$ cat src/rtl/ocl_pkg.sv
// ----------------------------------------------------------------------------
// Order command line parser package
// Shared widths, command codes and the decoded command record.
// ----------------------------------------------------------------------------
package ocl_pkg;

  localparam int unsigned ValW  = 31;
  localparam int unsigned CharW = 8;

  // Kind of input request.
  localparam logic REQ_CHAR = 1'b0;
  localparam logic REQ_EOL  = 1'b1;

  typedef enum logic [2:0] {
    CMD_NEW    = 3'd0,
    CMD_CANCEL = 3'd1,
    CMD_TOP    = 3'd2,
    CMD_BOOK   = 3'd3,
    CMD_EXIT   = 3'd4,
    CMD_REJECT = 3'd5
  } cmd_kind_e;

  typedef struct packed {
    cmd_kind_e         kind;
    logic [ValW-1:0]   order_number;
    logic              side_sell;
    logic [ValW-1:0]   price_ticks;
    logic [ValW-1:0]   quantity;
  } cmd_t;

endpackage

$ cat src/rtl/ocl_in_stage.sv
// ----------------------------------------------------------------------------
// Input register
// Holds one request until the parser consumes it.
// ----------------------------------------------------------------------------
module ocl_in_stage (
  input  logic                     clk_i,
  input  logic                     rst_ni,
  input  logic                     in_valid_i,
  output logic                     in_stall_o,
  input  logic                     req_type_i,
  input  logic [ocl_pkg::CharW-1:0] char_code_i,
  input  logic                     take_i,
  output logic                     valid_o,
  output logic                     req_type_o,
  output logic [ocl_pkg::CharW-1:0] char_code_o
);
  import ocl_pkg::*;

  logic             valid_q, valid_d;
  logic             req_q;
  logic [CharW-1:0] char_q;
  logic             load;

  assign in_stall_o = valid_q && !take_i;
  assign load       = in_valid_i && !in_stall_o;
  assign valid_d    = load || (valid_q && !take_i);

  always_ff @(posedge clk_i or negedge rst_ni) begin
    if (!rst_ni) begin
      valid_q <= 1'b0;
    end else begin
      valid_q <= valid_d;
    end
  end

  always_ff @(posedge clk_i) begin
    if (load) begin
      req_q  <= req_type_i;
      char_q <= char_code_i;
    end
  end

  assign valid_o     = valid_q;
  assign req_type_o  = req_q;
  assign char_code_o = char_q;

endmodule

$ cat src/rtl/ocl_token_parser.sv
// ----------------------------------------------------------------------------
// Token parser
// Splits the line into whitespace tokens, accumulates numbers and decodes
// the command at end of line.
// ----------------------------------------------------------------------------
module ocl_token_parser (
  input  logic                      clk_i,
  input  logic                      rst_ni,
  input  logic                      fire_i,
  input  logic                      req_type_i,
  input  logic [ocl_pkg::CharW-1:0] char_code_i,
  output ocl_pkg::cmd_t             cmd_o
);
  import ocl_pkg::*;

  localparam logic [CharW-1:0] CH_B     = 8'h42;
  localparam logic [CharW-1:0] CH_S     = 8'h53;
  localparam logic [CharW-1:0] CH_P     = 8'h50;
  localparam logic [CharW-1:0] CH_X     = 8'h58;
  localparam logic [CharW-1:0] CH_C     = 8'h43;
  localparam logic [CharW-1:0] CH_N     = 8'h4E;
  localparam logic [CharW-1:0] CH_PLUS  = 8'h2B;
  localparam logic [CharW-1:0] CH_MINUS = 8'h2D;
  localparam logic [CharW-1:0] CH_ZERO  = 8'h30;
  localparam logic [CharW-1:0] CH_NINE  = 8'h39;
  localparam logic [CharW-1:0] CH_TAB   = 8'h09;
  localparam logic [CharW-1:0] CH_CR    = 8'h0D;
  localparam logic [CharW-1:0] CH_SPACE = 8'h20;
  localparam logic [35:0]      Lim31    = 36'h080000000;

  typedef enum logic [1:0] {
    FAULT_NONE = 2'd0,
    FAULT_ZERO = 2'd1,
    FAULT_ID   = 2'd2
  } fault_e;

  typedef struct packed {
    logic sign;
    logic neg;
    logic digit;
    logic junk;
    logic ovf;
  } num_flags_t;

  logic              in_tok_q, in_tok_d;
  logic [2:0]        count_q, count_d;
  logic [1:0]        len_q, len_d;
  logic [CharW-1:0]  first_q, first_d;
  logic [CharW-1:0]  op_q, op_d;
  logic [31:0]       acc_q, acc_d;
  num_flags_t        flags_q, flags_d;
  logic [ValW-1:0]   id_q, id_d;
  logic              side_q, side_d;
  logic [ValW-1:0]   price_q, price_d;
  logic [ValW-1:0]   qty_q, qty_d;
  fault_e            fault_q, fault_d;

  // End-of-token results.
  logic              num_bad, num_weak;
  logic [2:0]        idx;
  logic [CharW-1:0]  et_op;
  fault_e            et_fault;
  logic [ValW-1:0]   et_id, et_price, et_qty;
  logic              et_side;

  // Token character results.
  logic              is_space, is_digit;
  logic [1:0]        len_b;
  num_flags_t        flags_b, tc_flags;
  logic [31:0]       acc_b, tc_acc;
  logic [1:0]        tc_len;
  logic [35:0]       acc_x10;

  // Line results after closing an open token.
  logic [CharW-1:0]  fin_op;
  fault_e            fin_fault;
  logic [ValW-1:0]   fin_id, fin_price, fin_qty;
  logic              fin_side;

  assign is_space = (char_code_i == CH_SPACE) ||
                    ((char_code_i >= CH_TAB) && (char_code_i <= CH_CR));
  assign is_digit = (char_code_i >= CH_ZERO) && (char_code_i <= CH_NINE);

  always_comb begin
    num_bad  = !flags_q.digit || flags_q.ovf || (!flags_q.neg && acc_q[31]);
    num_weak = flags_q.neg || (acc_q == 32'd0) || flags_q.junk;
    idx      = count_q - 3'd1;
    et_op    = (idx == 3'd0) ? first_q : op_q;
    et_fault = fault_q;
    et_id    = id_q;
    et_side  = side_q;
    et_price = price_q;
    et_qty   = qty_q;
    if (fault_q == FAULT_NONE) begin
      unique case (idx)
        3'd0: begin
          if (len_q != 2'd1) et_fault = FAULT_ZERO;
        end
        3'd1: begin
          if (num_bad || num_weak) et_fault = FAULT_ZERO;
          else et_id = acc_q[ValW-1:0];
        end
        3'd2: begin
          if ((len_q != 2'd1) || ((first_q != CH_B) && (first_q != CH_S))) begin
            et_fault = FAULT_ID;
          end else begin
            et_side = (first_q == CH_S);
          end
        end
        3'd3, 3'd4: begin
          if (num_bad) et_fault = FAULT_ZERO;
          else if (num_weak) et_fault = FAULT_ID;
          else if (idx == 3'd3) et_price = acc_q[ValW-1:0];
          else et_qty = acc_q[ValW-1:0];
        end
        default: ;
      endcase
    end
  end

  // A character that opens a token starts from cleared number state.
  always_comb begin
    if (in_tok_q) begin
      len_b   = len_q;
      flags_b = flags_q;
      acc_b   = acc_q;
    end else begin
      len_b   = 2'd0;
      flags_b = '0;
      acc_b   = 32'd0;
    end
    acc_x10  = ({4'd0, acc_b} << 3) + ({4'd0, acc_b} << 1) + {32'd0, char_code_i[3:0]};
    tc_flags = flags_b;
    tc_acc   = acc_b;
    if (!flags_b.junk) begin
      if (is_digit) begin
        tc_flags.digit = 1'b1;
        if (!flags_b.ovf) begin
          if (acc_x10 > Lim31) tc_flags.ovf = 1'b1;
          else tc_acc = acc_x10[31:0];
        end
      end else if ((len_b == 2'd0) &&
                   ((char_code_i == CH_PLUS) || (char_code_i == CH_MINUS))) begin
        tc_flags.sign = 1'b1;
        if (char_code_i == CH_MINUS) tc_flags.neg = 1'b1;
      end else begin
        tc_flags.junk = 1'b1;
      end
    end
    tc_len = (len_b == 2'd3) ? len_b : len_b + 2'd1;
  end

  always_comb begin
    in_tok_d = in_tok_q;
    count_d  = count_q;
    len_d    = len_q;
    first_d  = first_q;
    op_d     = op_q;
    acc_d    = acc_q;
    flags_d  = flags_q;
    id_d     = id_q;
    side_d   = side_q;
    price_d  = price_q;
    qty_d    = qty_q;
    fault_d  = fault_q;
    if (fire_i) begin
      if (req_type_i == REQ_CHAR) begin
        if (is_space) begin
          if (in_tok_q) begin
            in_tok_d = 1'b0;
            op_d     = et_op;
            fault_d  = et_fault;
            id_d     = et_id;
            side_d   = et_side;
            price_d  = et_price;
            qty_d    = et_qty;
          end
        end else begin
          if (!in_tok_q) begin
            in_tok_d = 1'b1;
            first_d  = char_code_i;
            if (count_q != 3'd7) count_d = count_q + 3'd1;
          end
          len_d   = tc_len;
          flags_d = tc_flags;
          acc_d   = tc_acc;
        end
      end else begin
        // End of line clears the whole line context.
        in_tok_d = 1'b0;
        count_d  = 3'd0;
        len_d    = 2'd0;
        first_d  = '0;
        op_d     = '0;
        acc_d    = 32'd0;
        flags_d  = '0;
        id_d     = '0;
        side_d   = 1'b0;
        price_d  = '0;
        qty_d    = '0;
        fault_d  = FAULT_NONE;
      end
    end
  end

  always_comb begin
    fin_op    = in_tok_q ? et_op    : op_q;
    fin_fault = in_tok_q ? et_fault : fault_q;
    fin_id    = in_tok_q ? et_id    : id_q;
    fin_side  = in_tok_q ? et_side  : side_q;
    fin_price = in_tok_q ? et_price : price_q;
    fin_qty   = in_tok_q ? et_qty   : qty_q;
    cmd_o = '{kind: CMD_REJECT, order_number: '0, side_sell: 1'b0,
              price_ticks: '0, quantity: '0};
    if ((count_q != 3'd0) && (fin_fault != FAULT_ZERO)) begin
      unique case (fin_op)
        CH_P: if (count_q == 3'd1) cmd_o.kind = CMD_TOP;
        CH_B: if (count_q == 3'd1) cmd_o.kind = CMD_BOOK;
        CH_X: if (count_q == 3'd1) cmd_o.kind = CMD_EXIT;
        CH_C: begin
          if (count_q == 3'd2) begin
            cmd_o.kind         = CMD_CANCEL;
            cmd_o.order_number = fin_id;
          end
        end
        CH_N: begin
          if (count_q == 3'd5) begin
            cmd_o.order_number = fin_id;
            if (fin_fault == FAULT_NONE) begin
              cmd_o.kind        = CMD_NEW;
              cmd_o.side_sell   = fin_side;
              cmd_o.price_ticks = fin_price;
              cmd_o.quantity    = fin_qty;
            end
          end
        end
        default: ;
      endcase
    end
  end

  always_ff @(posedge clk_i or negedge rst_ni) begin
    if (!rst_ni) begin
      in_tok_q <= 1'b0;
      count_q  <= 3'd0;
      len_q    <= 2'd0;
      first_q  <= '0;
      op_q     <= '0;
      acc_q    <= 32'd0;
      flags_q  <= '0;
      id_q     <= '0;
      side_q   <= 1'b0;
      price_q  <= '0;
      qty_q    <= '0;
      fault_q  <= FAULT_NONE;
    end else begin
      in_tok_q <= in_tok_d;
      count_q  <= count_d;
      len_q    <= len_d;
      first_q  <= first_d;
      op_q     <= op_d;
      acc_q    <= acc_d;
      flags_q  <= flags_d;
      id_q     <= id_d;
      side_q   <= side_d;
      price_q  <= price_d;
      qty_q    <= qty_d;
      fault_q  <= fault_d;
    end
  end

endmodule

$ cat src/rtl/ocl_out_stage.sv
// ----------------------------------------------------------------------------
// Result register
// Holds one decoded command until the consumer takes it.
// ----------------------------------------------------------------------------
module ocl_out_stage (
  input  logic          clk_i,
  input  logic          rst_ni,
  input  logic          load_i,
  input  ocl_pkg::cmd_t cmd_i,
  output logic          free_o,
  output logic          out_valid_o,
  input  logic          out_stall_i,
  output ocl_pkg::cmd_t cmd_o
);
  import ocl_pkg::*;

  logic valid_q, valid_d;
  cmd_t cmd_q;

  // The register can take a new command in the cycle the old one leaves.
  assign free_o  = !valid_q || !out_stall_i;
  assign valid_d = load_i || (valid_q && out_stall_i);

  always_ff @(posedge clk_i or negedge rst_ni) begin
    if (!rst_ni) begin
      valid_q <= 1'b0;
    end else begin
      valid_q <= valid_d;
    end
  end

  always_ff @(posedge clk_i) begin
    if (load_i) begin
      cmd_q <= cmd_i;
    end
  end

  assign out_valid_o = valid_q;
  assign cmd_o       = cmd_q;

endmodule

$ cat src/rtl/order_command_line_parser_top.sv
// ----------------------------------------------------------------------------
// Order command line parser, top level
// Path: an accepted end-of-line request waits in the input register until the
//   result register is free, then its decoded command loads into the result register.
// Throughput: one request per cycle; the input stalls only while an
//   end-of-line request waits in the input register behind a stalled result.
// Reset: asynchronous, active low; clears all line context and the valid flags of both stages.
// ----------------------------------------------------------------------------
module order_command_line_parser_top (
  input  logic                      clk_i,
  input  logic                      rst_ni,
  input  logic                      in_valid_i,
  output logic                      in_stall_o,
  input  logic                      req_type_i,
  input  logic [ocl_pkg::CharW-1:0] char_code_i,
  output logic                      out_valid_o,
  input  logic                      out_stall_i,
  output logic [2:0]                cmd_kind_o,
  output logic [ocl_pkg::ValW-1:0]  order_number_o,
  output logic                      side_sell_o,
  output logic [ocl_pkg::ValW-1:0]  price_ticks_o,
  output logic [ocl_pkg::ValW-1:0]  quantity_o
);
  import ocl_pkg::*;

  logic             st_valid, st_req, take, out_free;
  logic [CharW-1:0] st_char;
  cmd_t             dec_cmd, res_cmd;

  assign take = st_valid && ((st_req == REQ_CHAR) || out_free);

  ocl_in_stage u_in (
    .clk_i       (clk_i),
    .rst_ni      (rst_ni),
    .in_valid_i  (in_valid_i),
    .in_stall_o  (in_stall_o),
    .req_type_i  (req_type_i),
    .char_code_i (char_code_i),
    .take_i      (take),
    .valid_o     (st_valid),
    .req_type_o  (st_req),
    .char_code_o (st_char)
  );

  ocl_token_parser u_parser (
    .clk_i       (clk_i),
    .rst_ni      (rst_ni),
    .fire_i      (take),
    .req_type_i  (st_req),
    .char_code_i (st_char),
    .cmd_o       (dec_cmd)
  );

  ocl_out_stage u_out (
    .clk_i       (clk_i),
    .rst_ni      (rst_ni),
    .load_i      (take && (st_req == REQ_EOL)),
    .cmd_i       (dec_cmd),
    .free_o      (out_free),
    .out_valid_o (out_valid_o),
    .out_stall_i (out_stall_i),
    .cmd_o       (res_cmd)
  );

  assign cmd_kind_o     = res_cmd.kind;
  assign order_number_o = res_cmd.order_number;
  assign side_sell_o    = res_cmd.side_sell;
  assign price_ticks_o  = res_cmd.price_ticks;
  assign quantity_o     = res_cmd.quantity;

  // A character request never produces a result.
  a_char_no_result: assert property (@(posedge clk_i) disable iff (!rst_ni)
    (take && (st_req == REQ_CHAR)) |=> (out_valid_o == $past(out_valid_o && out_stall_i)))
    else $error("character request produced a result");

  // An end-of-line request always produces a result.
  a_eol_result: assert property (@(posedge clk_i) disable iff (!rst_ni)
    (take && (st_req == REQ_EOL)) |=> out_valid_o)
    else $error("end of line lost its result");

  // Only a new order carries side, price and quantity.
  a_non_new_zero: assert property (@(posedge clk_i) disable iff (!rst_ni)
    (out_valid_o && (cmd_kind_o != CMD_NEW)) |->
      (!side_sell_o && (price_ticks_o == '0) && (quantity_o == '0)))
    else $error("order fields set on a command other than new");

  // Book queries and exit carry no order id.
  a_query_no_id: assert property (@(posedge clk_i) disable iff (!rst_ni)
    (out_valid_o && ((cmd_kind_o == CMD_TOP) || (cmd_kind_o == CMD_BOOK) ||
                     (cmd_kind_o == CMD_EXIT))) |-> (order_number_o == '0))
    else $error("order id set on a query command");

  // A new order always has positive order id, price and quantity.
  a_new_positive: assert property (@(posedge clk_i) disable iff (!rst_ni)
    (out_valid_o && (cmd_kind_o == CMD_NEW)) |->
      ((price_ticks_o != '0) && (quantity_o != '0) && (order_number_o != '0)))
    else $error("new order with a zero field");

endmodule

$ cat config.mk
export PLATFORM = sky130hd
export DESIGN_NAME = order_command_line_parser_top
export DESIGN_NICKNAME = d
export VERILOG_FILES = /design/src/rtl/ocl_pkg.sv /design/src/rtl/ocl_in_stage.sv /design/src/rtl/ocl_token_parser.sv /design/src/rtl/ocl_out_stage.sv /design/src/rtl/order_command_line_parser_top.sv
export SDC_FILE = /design/constraint.sdc
export NUM_CORES = 1
export LEC_CHECK = 0
export ABC_CLOCK_PERIOD_IN_PS = 6700
export BUFFER_PORTS_ARGS = -buffer_cell sky130_fd_sc_hd__buf_2
export CELL_PAD_IN_SITES_DETAIL_PLACEMENT = 1
export CELL_PAD_IN_SITES_GLOBAL_PLACEMENT = 1
export CORE_MARGIN = 3
export CORE_UTILIZATION = 48
export DETAILED_ROUTE_END_ITERATION = 10
export MAX_ROUTING_LAYER = met4
export PLACE_DENSITY_LB_ADDON = 0.1
export SYNTH_ARGS = -nofsm -noshare
export SYNTH_HDL_FRONTEND = slang
export SYNTH_HIERARCHICAL = 1
export SYNTH_SLANG_ARGS = --single-unit
$ cat constraint.sdc
create_clock -name clk_i -period 6.7 [get_ports clk_i]
set_input_delay 0 -clock clk_i [delete_from_list [all_inputs] [get_ports clk_i]]
set_output_delay 0 -clock clk_i [all_outputs]
set_load 0.01 [all_outputs]
==> Implementation_results.wiki, run 1 <==
{| class="wikitable"
! Metric !! Value
|-
| Status || finished, final reports clean
|-
| Hold Crit Class || primary input to async pin
|-
| Clock-pin transition on the worst setup and hold timing paths || 0.06 ns
|-
| Number of detailed-routing iterations run before antenna repair || 5
|-
| Type of element capturing the critical path || flop
|-
| TritonCTS clock tree || yes
|-
| Setup skew after layout || 0.0188 ns
|-
| Final instance area || 16000 sq um
|-
| Multiplexer share of the synthesized area || 0.806%
|-
| Basic-gate share of the synthesized area counting and, or, nand and nor cells || 15.7%
|-
| Starting DRT DRC Count || 1031
|-
| Post-synthesis sequential area ratio || 50.2%
|-
| Arr. time, crit path || 6.07 ns
|-
| Largest fanout on the critical path || 26
|-
| Number of warning messages in the yosys log || 6
|-
| Floorplan die height || 178 microns
|-
| Die width || 178 microns
|-
| Core area || 28900 sq um
|-
| Leading cell type by number of instances after synthesis || nand2_1
|-
| Cell-by-cell listing of the critical path || nand2_1 -> xnor2_1 -> ha_1 -> ha_1 -> a211oi_1 -> o211ai_1 -> a211oi_1 -> nor4b_2 -> o2111ai_1 -> or4_4 -> nor4_4 -> a41oi_2 -> nor3b_2 -> o21a_2 -> o22ai_1
|-
| Post-DRT Antenna Nets || 0
|-
| Cell accounting for the most synthesized area || dfrtp_1
|-
| Initial Util || 48.9%
|-
| Wirelength per Cell || 22.7 microns
|-
| Met2 routed WL || 20.5 mm
|-
| Post-cts repair resize count || 0
|-
| Cell types with the largest area share after synthesis || dfrtp_1, edfxtp_1, nand2_1
|-
| Areal power density over the cells || 236 nW/um^2
|-
| Post-synthesis share of cell area spent on xor and xnor gates || 1.49%
|-
| Commonest cells in the synthesized netlist || nand2_1, dfrtp_1, a21oi_1, edfxtp_1, a22o_1
|-
| Number of hold-slack violations in the final timing report || 0
|-
| Compound-cell area share of the yosys netlist || 20.7%
|-
| Vias in the first global route || 12000
|-
| Headroom to the max-slew limit || 26.9%
|-
| Sum Neg Setup Slack || 0 ns
|-
| RSZ-0062 raised after global routing || no
|-
| Global routing usage summed across all routing layers || 28.2%
|-
| Crit path time final || 5.68 ns
|-
| Critical path buffers and inverters || 0
|-
| Standby leakage power || 6.82 nW
|-
| Buffer cell driving the clock tree root || clkbuf_16
|-
| Number of distinct library cells after synthesis || 87
|-
| Startpoint-to-endpoint class of the critical path || flop to flop
|-
| Data required time of the worst path || 7.09 ns
|-
| Remaining design rule violation count || 0
|-
| Maximum cell stage delay along the critical path || 0.81 ns
|-
| Adder-Cell Fraction of Synth Area || 6.43%
|-
| Area grow syn2layout || 13.1%
|-
| Detailed-route via count || 11600
|-
| Post-Synthesis Mean Instance Area || 9.79 sq um
|-
| Post-synth top area share || 27.6%
|-
| Count of nets after finishing || 1582
|-
| Combinational family with the most area after synthesis || compound AO/OA/AOI/OAI gates
|-
| Count of final setup violators || 0
|-
| First-pass GRT wire length || 68.3 mm
|-
| H-tree levels || 1
|-
| Max layer used || met4
|-
| Met3 layer wire length in the routed design || 2.37 mm
|-
| Io pins || 112
|-
| Clock Sinks || 262
|-
| Number of slew-limit violations in the final report || 0
|-
| Share of the cycle needed by the critical path after routing || 84.8%
|-
| Async set-or-reset flop fraction in the synthesized netlist || 59.5%
|-
| Net count after synthesis || 1527
|-
| Number of max-capacitance violations reported || 0
|-
| Half-perimeter wire length of the detailed placement result || 29.7 mm
|-
| Routed via count divided by cell count || 6.10
|-
| Share of layout cells above drive strength 1 || 14.0%
|-
| Pin count of the biggest net entering global routing || 69
|-
| Clk buf depth || 3
|-
| Met1 WL || 19.5 mm
|-
| Cell family with most CP delay || compound AO/OA/AOI/OAI gates
|-
| Reg2Reg Capture Point || u_parser/acc_q[10]
|-
| Upper clock frequency limit || 176 MHz
|-
| Overall die area || 31500 sq um
|-
| Most used flip-flop cell after synthesis || dfrtp_1
|-
| TritonCTS Buffers || 28
|-
| Flop and latch count out of synthesis || 262
|-
| Worst IR Drop VDD || 0.188 mV
|-
| Initial antenna violation count || 1
|-
| Global placer's final weighted congestion || 0.952
|-
| DRT Wirelength || 43.2 mm
|-
| Setup slack of the most critical reg-to-reg path || 1.02 ns
|-
| FP Rows || 62
|-
| Cell area after placement || 14900 sq um
|-
| Clock Latency Late Sink || 0.54 ns
|-
| Post-CTS Repair Setup Buffers || 0
|-
| Cell Area, Synth || 14100 sq um
|-
| Source of the worst register-to-register timing path || u_parser/in_tok_q
|-
| Number of enable-type register cells in the synthesized netlist || 106
|-
| Category of the worst setup path launch point || flop
|-
| Critical Path Slowest Stage Cell || dfrtp_1
|-
| Remaining global-route overflow || 0
|-
| Pin slew with the least headroom to its limit || 1.09 ns
|-
| Cell count of the worst reg-to-reg path || 15
|-
| PortBufs || 111
|-
| Number of instances in the synthesized netlist || 1442
|-
| CTS hold repair buffers || 12
|}
==> state kept, by name, indices dropped and copies added (netlist names) <==
signal             cells
u_parser/price_q      31
u_parser/len_q         2
u_parser/id_q         31
u_in/char_code_o       8
u_in/valid_o           1
u_parser/fault_q       2
u_parser/acc_q        32
u_out/out_valid_o      1
u_parser/in_tok_q      1
u_out/cmd_o           97
u_in/req_type_o        1
u_parser/first_q       8
u_parser/count_q       3
u_parser/qty_q        31
u_parser/side_q        1
u_parser/flags_q       4
u_parser/op_q          8
==> cell type report <==
type | instances | area, sq um
Inverter | 59 | 221
Multi-Input combinational cell | 1010 | 6440
Tap cell | 384 | 480
Antenna cell | 1 | 2.50
Clock buffer | 30 | 729
Fill cell | 3260 | 12900
Clock inverter | 22 | 230
Sequential cell | 262 | 7090
Timing Repair Buffer | 136 | 779
==> how the worst max path moves through the flow <==
stage / from / slack, ns / endpoint / depth (start not counted)
final: u_parser/in_tok_q / 1.02 / u_parser/acc_q[10] / 15
after global routing: u_parser/in_tok_q / 0.64 / u_parser/acc_q[30] / 15
after CTS: u_parser/in_tok_q / 1.09 / u_parser/acc_q[10] / 15
after detailed placement: u_parser/in_tok_q / 1.18 / u_parser/acc_q[7] / 15
after global placement: u_parser/in_tok_q / 1.32 / u_parser/acc_q[9] / 15
after floorplan: u_parser/in_tok_q / 2.05 / u_parser/acc_q[9] / 20
==> through the flow <==
step	util [%]	std cells	worst slack, ns	power [mW]	hold WS, ns
after detailed placement	51.6	1839	1.18	2.18	0.0429
final	55.4	1904	1.02	3.76	0.00896
after global placement	51.6	1839	1.32	2.17	0.0459
after global routing	55.4	1904	0.636	3.91	0.0552
after floorplan	-	1442	2.05	2.03	-0.296
after CTS	55.4	1903	1.09	3.79	0.0364
==> logic make-up after synthesis <==
family,Yosys count
flip-flops,262
buffers and inverters,170
AO/OA/AOI/OAI,431
adder cells (fa/ha/maj),72
XOR/XNOR,24
multiplexers,11
AND/OR/NAND/NOR,472
==> where the power goes <==
part / total [mW] / switching, mW / internal, mW
Combinational: 0.362 / 0.248 / 0.113
Sequential: 1.80 / 0.0590 / 1.74
Clock: 1.60 / 0.657 / 0.946
Total: 3.76 / 0.964 / 2.80
==> worst register-to-register path, cell delays in order, from the launching register on <==
cell and delay (ns):
dfrtp_1 0.81, nand2_1 0.25, xnor2_1 0.20, ha_1 0.33, ha_1 0.30, a211oi_1 0.54
o211ai_1 0.26, a211oi_1 0.56, nor4b_2 0.30, o2111ai_1 0.13, or4_4 0.45, nor4_4 0.19
a41oi_2 0.23, nor3b_2 0.31, o21a_2 0.51, o22ai_1 0.19
==> layer usage <==
metal | global-route usage, % | vias to the layer above
li1 | - | 5300
met1 | 39.0 | 5895
met2 | 45.0 | 368
met3 | 3.36 | 60
met4 | 6.18 | 0
met5 | - | -
==> cell usage in the layout, fill, tap and decap left out, types with 15 or more instances in the layout <==
cell | Yosys | final
nand2_1 | 280 | 279
dfrtp_1 | 156 | 156
a21oi_1 | 149 | 149
buf_2 | 8 | 110
edfxtp_1 | 106 | 106
a22o_1 | 103 | 103
ha_1 | 71 | 71
inv_1 | 57 | 57
o21ai_0 | 44 | 41
nor2_1 | 44 | 38
and2_1 | 32 | 32
clkbuf_16 | 0 | 29
a21o_1 | 21 | 21
o21ai_1 | 17 | 17
nand4_1 | 15 | 15
No activity file was read; power rests on OpenSTA's default activity.
==> run 2, diff against run 1 <==
- ABC_AREA: unset -> 1
- ABC_CLOCK_PERIOD_IN_PS: 6700 -> 5500
- CORE_UTILIZATION: 48 -> 46
- clock period: 6.7 -> 5.5 ns (I/O delays scaled with it)
==> run 2 against run 1 <==
  * First-iteration DRC count is 15% lower
  * Design area is 8.5% higher
  * Final cell count grew 31%
  * Largest cell class unchanged
  * Critical path depth is 13 higher
  * Critical endpoint is now u_parser/acc_q[23]
  * Largest power group unchanged
  * Fmax is 25% higher
  * Worst setup slack worse by 0.048 ns
  * Synthesized cell count up 35%
  * Wire length up 14%
==> Implementation_results.wiki, run 2 <==
{| class="wikitable"
! Metric !! Value
|-
| Initial antenna violation count || 0
|-
| Number of detailed-routing iterations run before antenna repair || 5
|-
| Area grow syn2layout || 12.9%
|-
| Final instance area || 17300 sq um
|-
| Cell count of the worst reg-to-reg path || 28
|-
| Buffer cell driving the clock tree root || clkbuf_16
|-
| Count of final setup violators || 0
|-
| Number of hold-slack violations in the final timing report || 0
|-
| Worst IR Drop VDD || 0.258 mV
|-
| Number of instances in the synthesized netlist || 1947
|-
| Remaining global-route overflow || 0
|-
| TritonCTS clock tree || yes
|-
| Crit path time final || 4.53 ns
|-
| Post-cts repair resize count || 0
|-
| Fillcell total || 4126
|-
| Max reg flops || 97
|-
| Headroom to the max-slew limit || 24.0%
|-
| Upper clock frequency limit || 221 MHz
|-
| PortBufs || 111
|-
| Worst hold-check slack || 0.0968 ns
|-
| Post-CTS Repair Setup Buffers || 0
|-
| Clock Latency Late Sink || 0.55 ns
|-
| Global placer's final weighted congestion || 0.940
|-
| Number of enable-type register cells in the synthesized netlist || 106
|-
| Wirelength per Cell || 19.6 microns
|-
| Cell area after placement || 16300 sq um
|-
| Arr. time, crit path || 5.00 ns
|-
| Setup slack of the most critical reg-to-reg path || 0.97 ns
|-
| Half-perimeter wire length of the detailed placement result || 34.7 mm
|-
| Clock Sinks || 262
|-
| Category of the worst setup path launch point || flop
|-
| Number of placed instances with taps included || 2438
|-
| Cell family with most CP delay || simple AND/OR/NAND/NOR gates
|-
| Post-synthesis sequential area ratio || 46.2%
|-
| Power Total || 4.89 mW
|-
| Sum Neg Setup Slack || 0 ns
|-
| Core occupancy in the finished layout || 53.0%
|-
| Inserted Diodes || 0
|-
| Vias in the first global route || 14500
|-
| Number of warning messages in the yosys log || 6
|-
| Routed via count divided by cell count || 5.56
|-
| Most used flip-flop cell after synthesis || dfrtp_1
|-
| Cell accounting for the most synthesized area || dfrtp_1
|-
| Commonest cells in the synthesized netlist || nand2_1, inv_1, dfrtp_1, o21ai_0, edfxtp_1
|-
| Count of nets after finishing || 2124
|-
| Post-Synthesis Mean Instance Area || 7.88 sq um
|-
| TritonCTS Buffers || 28
|-
| Cell types with the largest area share after synthesis || dfrtp_1, edfxtp_1, nand2_1
|-
| Floorplan die height || 189 microns
|-
| Remaining design rule violation count || 0
|-
| Cell Area, Synth || 15300 sq um
|-
| Cell repeated most along the worst path || nand2_1
|-
| Most common library cell in the layout ignoring fill and taps || nand2_1
|-
| H-tree levels || 1
|-
| Reg2Reg Capture Point || u_parser/acc_q[23]
|-
| Setup skew after layout || 0.0187 ns
|-
| Io pins || 112
|-
| Critical Path Slowest Stage Cell || fa_1
|-
| Share of layout cells above drive strength 1 || 11.6%
|-
| Place WS || 1.05 ns
|-
| Data required time of the worst path || 5.97 ns
|-
| Global routing usage summed across all routing layers || 28.4%
|-
| Pin slew with the least headroom to its limit || 1.14 ns
|-
| Die width || 189 microns
|-
| Type of element capturing the critical path || flop
|-
| Hold Crit Class || primary input to async pin
|-
| First-pass GRT wire length || 79.1 mm
|-
| Smallest setup slack after layout || 0.970 ns
|-
| Critical path buffers and inverters || 5
|-
| Combined area of the multi-input logic cells || 6770 sq um
|-
| Async set-or-reset flop fraction in the synthesized netlist || 59.5%
|-
| FP Rows || 66
|-
| RSZ-0062 raised after global routing || no
|-
| Starting DRT DRC Count || 880
|-
| CTS hold repair buffers || 13
|-
| Detailed-route via count || 13900
|-
| DRT Wirelength || 49.1 mm
|-
| Flop and latch count out of synthesis || 262
|-
| Initial Util || 46.9%
|-
| Areal power density over the cells || 282 nW/um^2
|-
| Number of standard cells in the layout, taps in and fillers out || 2503
|-
| Standby leakage power || 8.89 nW
|-
| Largest fanout on the critical path || 23
|-
| Net count after synthesis || 2032
|-
| Source of the worst register-to-register timing path || u_parser/in_tok_q
|-
| Clock-pin transition on the worst setup and hold timing paths || 0.06 ns
|-
| Maximum cell stage delay along the critical path || 0.38 ns
|-
| Status || finished, final reports clean
|-
| Pin count of the biggest net entering global routing || 96
|-
| Sequential Area || 7090 sq um
|-
| Top library cells by usage in the layout, fill and taps aside || nand2_1, inv_1, dfrtp_1, o21ai_0, buf_2
|-
| Clk buf depth || 3
|-
| Share of the cycle needed by the critical path after routing || 82.4%
|-
| Number of max-capacitance violations reported || 0
|-
| Overall die area || 35600 sq um
|-
| Number of distinct library cells after synthesis || 48
|-
| Number of slew-limit violations in the final report || 0
|-
| Post-synth top area share || 25.4%
|-
| Startpoint-to-endpoint class of the critical path || flop to flop
|-
| Leading cell type by number of instances after synthesis || nand2_1
|-
| Post-DRT Antenna Nets || 0
|-
| Core area || 32700 sq um
|}
==> run 2: changes by cell type after synthesis, moves of 37 or more <==
cell | before | now
nand3_1 | 13 | 103
nor3_1 | 11 | 75
o21ai_0 | 44 | 124
nor2_1 | 44 | 81
a22o_1 | 103 | 0
o22ai_1 | 12 | 104
nand2_1 | 280 | 547
inv_1 | 57 | 301
a21oi_1 | 149 | 67
==> run 2: layout make-up <==
| cell class | count | share of cell area [%] |
|---|---|---|
| sequential | 262 | 40.9 |
| multi-input combinational | 1296 | 39.1 |
| inverter | 312 | 6.77 |
| clock buffer | 40 | 4.66 |
| timing repair buffer | 139 | 4.64 |
| tap | 442 | 3.19 |
| clock inverter | 12 | 0.787 |
==> run 2: cell families (layout without fill, tap and decap cells) <==
family | after synthesis | after routing | share of synthesized area [%]
buffers and inverters | 389 | 503 | 9.91
xor gates and xnor gates | 6 | 6 | 0.343
and+or+nand+nor | 865 | 865 | 24.1
adders and majority gates | 72 | 72 | 5.92
AOI/OAI and AO/OA | 353 | 353 | 13.5
DFF | 262 | 262 | 46.2
==> run 2: how the worst max path moves through the flow <==
stage | depth (start not counted) | from | slack, ns | end
after global placement | 28 | u_parser/in_tok_q | 1.17 | u_parser/acc_q[6]
after floorplan | 24 | u_parser/in_tok_q | 1.89 | u_parser/acc_q[10]
after CTS | 29 | u_parser/in_tok_q | 0.97 | u_parser/acc_q[30]
final | 28 | u_parser/in_tok_q | 0.97 | u_parser/acc_q[23]
after global routing | 28 | u_parser/in_tok_q | 0.57 | u_parser/acc_q[16]
after detailed placement | 28 | u_parser/in_tok_q | 1.05 | u_parser/acc_q[17]
==> run 2: power by group <==
group | switching [mW] | internal (mW)
Sequential | 0.0807 | 2.13
Combinational | 0.531 | 0.197
Clock | 0.787 | 1.16
==> run 2: metal layers <==
| metal | vias up | global-route usage [%] | wire length, microns |
|---|---|---|---|
| li1 | 6614 | - | - |
| met1 | 6914 | 38.1 | 22200 |
| met2 | 332 | 47.0 | 23500 |
| met3 | 69 | 3.09 | 2360 |
| met4 | 0 | 6.04 | 1020 |
| met5 | - | - | 0 |
==> run 3, diff against run 2 <==
- ABC_CLOCK_PERIOD_IN_PS: 5500 -> 3700
- CORE_UTILIZATION: 46 -> 41
- clock period: 5.5 -> 3.7 ns (I/O delays scaled with it)
==> run 3 against run 2 <==
  * The flow now finishes with violations (setup timing)
  * Critical path depth rose by 2
  * Fmax rose by 16%
  * Sequential cell count did not move
  * Utilization rose by 0.46 points
  * Sequential power rose by 47%
  * Sequential share of layout area fell by 4.8 points
  * Register-to-register slack got worse by 1.2 ns
  * Final cell count rose by 8.6%
==> Implementation_results.wiki, run 3 (synthesized netlist as in run 2, its figures left out) <==
{| class="wikitable"
! Metric !! Value
|-
| Arr. time, crit path || 4.37 ns
|-
| Worst IR Drop VDD || 0.306 mV
|-
| Areal power density over the cells || 388 nW/um^2
|-
| Critical path buffers and inverters || 6
|-
| Number of slew-limit violations in the final report || 0
|-
| Number of placed instances with taps included || 2644
|-
| Smallest setup slack after layout || -0.189 ns
|-
| Global routing usage summed across all routing layers || 27.4%
|-
| Number of hold-slack violations in the final timing report || 0
|-
| Initial antenna violation count || 1
|-
| FP Rows || 70
|-
| Violated checks || setup timing
|-
| PortBufs || 111
|-
| Power Total || 7.63 mW
|-
| Core area || 36800 sq um
|-
| Largest fanout on the critical path || 7
|-
| Number of max-capacitance violations reported || 0
|-
| Overall die area || 39800 sq um
|-
| Routed via count divided by cell count || 5.37
|-
| Wirelength per Cell || 19.6 microns
|-
| Vias in the first global route || 15300
|-
| Number of detailed-routing iterations run before antenna repair || 5
|-
| Remaining global-route overflow || 0
|-
| Floorplan die height || 199 microns
|-
| Pin slew with the least headroom to its limit || 1.06 ns
|-
| Cell repeated most along the worst path || nand2_4
|-
| Initial Util || 41.7%
|-
| Io pins || 112
|-
| Die width || 199 microns
|-
| Data required time of the worst path || 4.18 ns
|-
| Share of the cycle needed by the critical path after routing || 105%
|-
| Upper clock frequency limit || 257 MHz
|-
| DRT Wirelength || 53.2 mm
|-
| Fillcell total || 4472
|-
| Core occupancy in the finished layout || 53.4%
|-
| Detailed-route via count || 14600
|-
| Buffer cell driving the clock tree root || clkbuf_16
|-
| Clock Sinks || 262
|-
| First-pass GRT wire length || 84.2 mm
|-
| Remaining design rule violation count || 0
|-
| Maximum cell stage delay along the critical path || 0.46 ns
|-
| Max reg flops || 97
|-
| Number of standard cells in the layout, taps in and fillers out || 2719
|-
| Type of element capturing the critical path || flop
|-
| Place WS || -0.362 ns
|-
| Clock-pin transition on the worst setup and hold timing paths || 0.06 ns
|-
| Headroom to the max-slew limit || 27.4%
|-
| Area grow syn2layout || 28.1%
|-
| Most common library cell in the layout ignoring fill and taps || nand2_1
|-
| RSZ-0062 raised after global routing || yes
|-
| Count of nets after finishing || 2314
|-
| Startpoint-to-endpoint class of the critical path || flop to flop
|-
| Category of the worst setup path launch point || flop
|-
| Clock Latency Late Sink || 0.55 ns
|-
| Starting DRT DRC Count || 736
|-
| Setup skew after layout || 0.0130 ns
|-
| Count of final setup violators || 33
|-
| H-tree levels || 1
|-
| Share of layout cells above drive strength 1 || 24.6%
|-
| Critical Path Slowest Stage Cell || dfrtp_2
|-
| Top library cells by usage in the layout, fill and taps aside || nand2_1, inv_1, buf_4, dfrtp_1, o21ai_0
|-
| Hold Crit Class || primary input to async pin
|-
| Status || complete, but fails checks
|-
| Global placer's final weighted congestion || 0.874
|-
| Post-DRT Antenna Nets || 0
|-
| Pin count of the biggest net entering global routing || 99
|-
| Half-perimeter wire length of the detailed placement result || 38.1 mm
|-
| Standby leakage power || 9.97 nW
|-
| TritonCTS Buffers || 28
|-
| Cell family with most CP delay || simple AND/OR/NAND/NOR gates
|-
| Crit path time final || 3.89 ns
|-
| Clk buf depth || 3
|-
| TritonCTS clock tree || yes
|-
| Setup slack of the most critical reg-to-reg path || -0.19 ns
|}
run 3: cell count changes in the layout (fill, tap and decap cells not counted), sizes merged:
cell,delta
buf,+191
bufinv,+2
clkinv,-2
clkbuf,-1
clkinvlp,+1
diode,+1
dlygate4sd3,-1
inv,-1
run 3: metrics by stage:
step | setup TNS (ns) | hold WS (ns) | instance area, sq um
floorplan | 0 | -0.296 | 15300
global placement | -3.49 | 0.181 | 17700
detailed placement | -9.10 | 0.174 | 17700
CTS | -2.71 | 0.145 | 19300
global route | -11.94 | 0.140 | 19700
finish | -4.11 | 0.110 | 19700
run 3: path summary, 6_finish.rpt:
| check | from | endpoint | cells after the start |
|---|---|---|---|
| max in group asynchronous | rst_ni | u_parser/qty_q[21] | 3 |
| min in group clk_i | char_code_i[7] | u_in/char_code_o[7] | 2 |
| worst min register to register | u_parser/side_q | u_parser/side_q | 2 |
| worst max register to register | u_parser/in_tok_q | u_parser/acc_q[21] | 30 |
| worst max-delay path | u_parser/in_tok_q | u_parser/acc_q[21] | 30 |
| worst min-delay path | rst_ni | u_parser/id_q[7] | 2 |
run 3: what timing repair did:
item	in CTS	in global routing
setup buffers	6	4
hold endpoints to repair	111	0
gates resized for setup	69	87
cloned	1	0
hold buffers	12	0
setup endpoints to repair	33	33
pin swaps	10	22
run 3: report_power, final:
part | total (mW) | switching [mW] | internal [mW]
registers | 3.25 | 0.0792 | 3.17
logic | 1.37 | 0.907 | 0.462
clock network | 3.01 | 1.16 | 1.85
total | 7.63 | 2.15 | 5.49
run 3: final cells by class:
| class | count | area, sq um | area share, % |
|---|---|---|---|
| clock inverters | 12 | 181 | 0.923 |
| clock buffers | 39 | 803 | 4.09 |
| inverters | 312 | 1180 | 6.00 |
| flip-flops and latches | 262 | 7090 | 36.1 |
| multi-input cells | 1296 | 7410 | 37.7 |
| well taps | 468 | 586 | 2.98 |
| diodes | 1 | 2.50 | 0.0127 |
| repair buffers | 329 | 2400 | 12.2 |
run 3: routing by layer:
layer	global-route usage, %	share of wire, %	vias up
met3	2.98	4.0	70
met1	36.4	45	7219
met4	6.31	2.2	0
met5	-	0	-
met2	45.5	48	312
li1	-	-	7003
run 3: worst register-to-register path, delay by kind of cell (launching register included):
family / cells / cell delay (ns)
fa+ha+maj: 2 / 0.68
buf+inv: 6 / 0.57
xor+xnor: 1 / 0.17
compound gates: 1 / 0.05
flops: 1 / 0.46
simple gates: 20 / 1.90
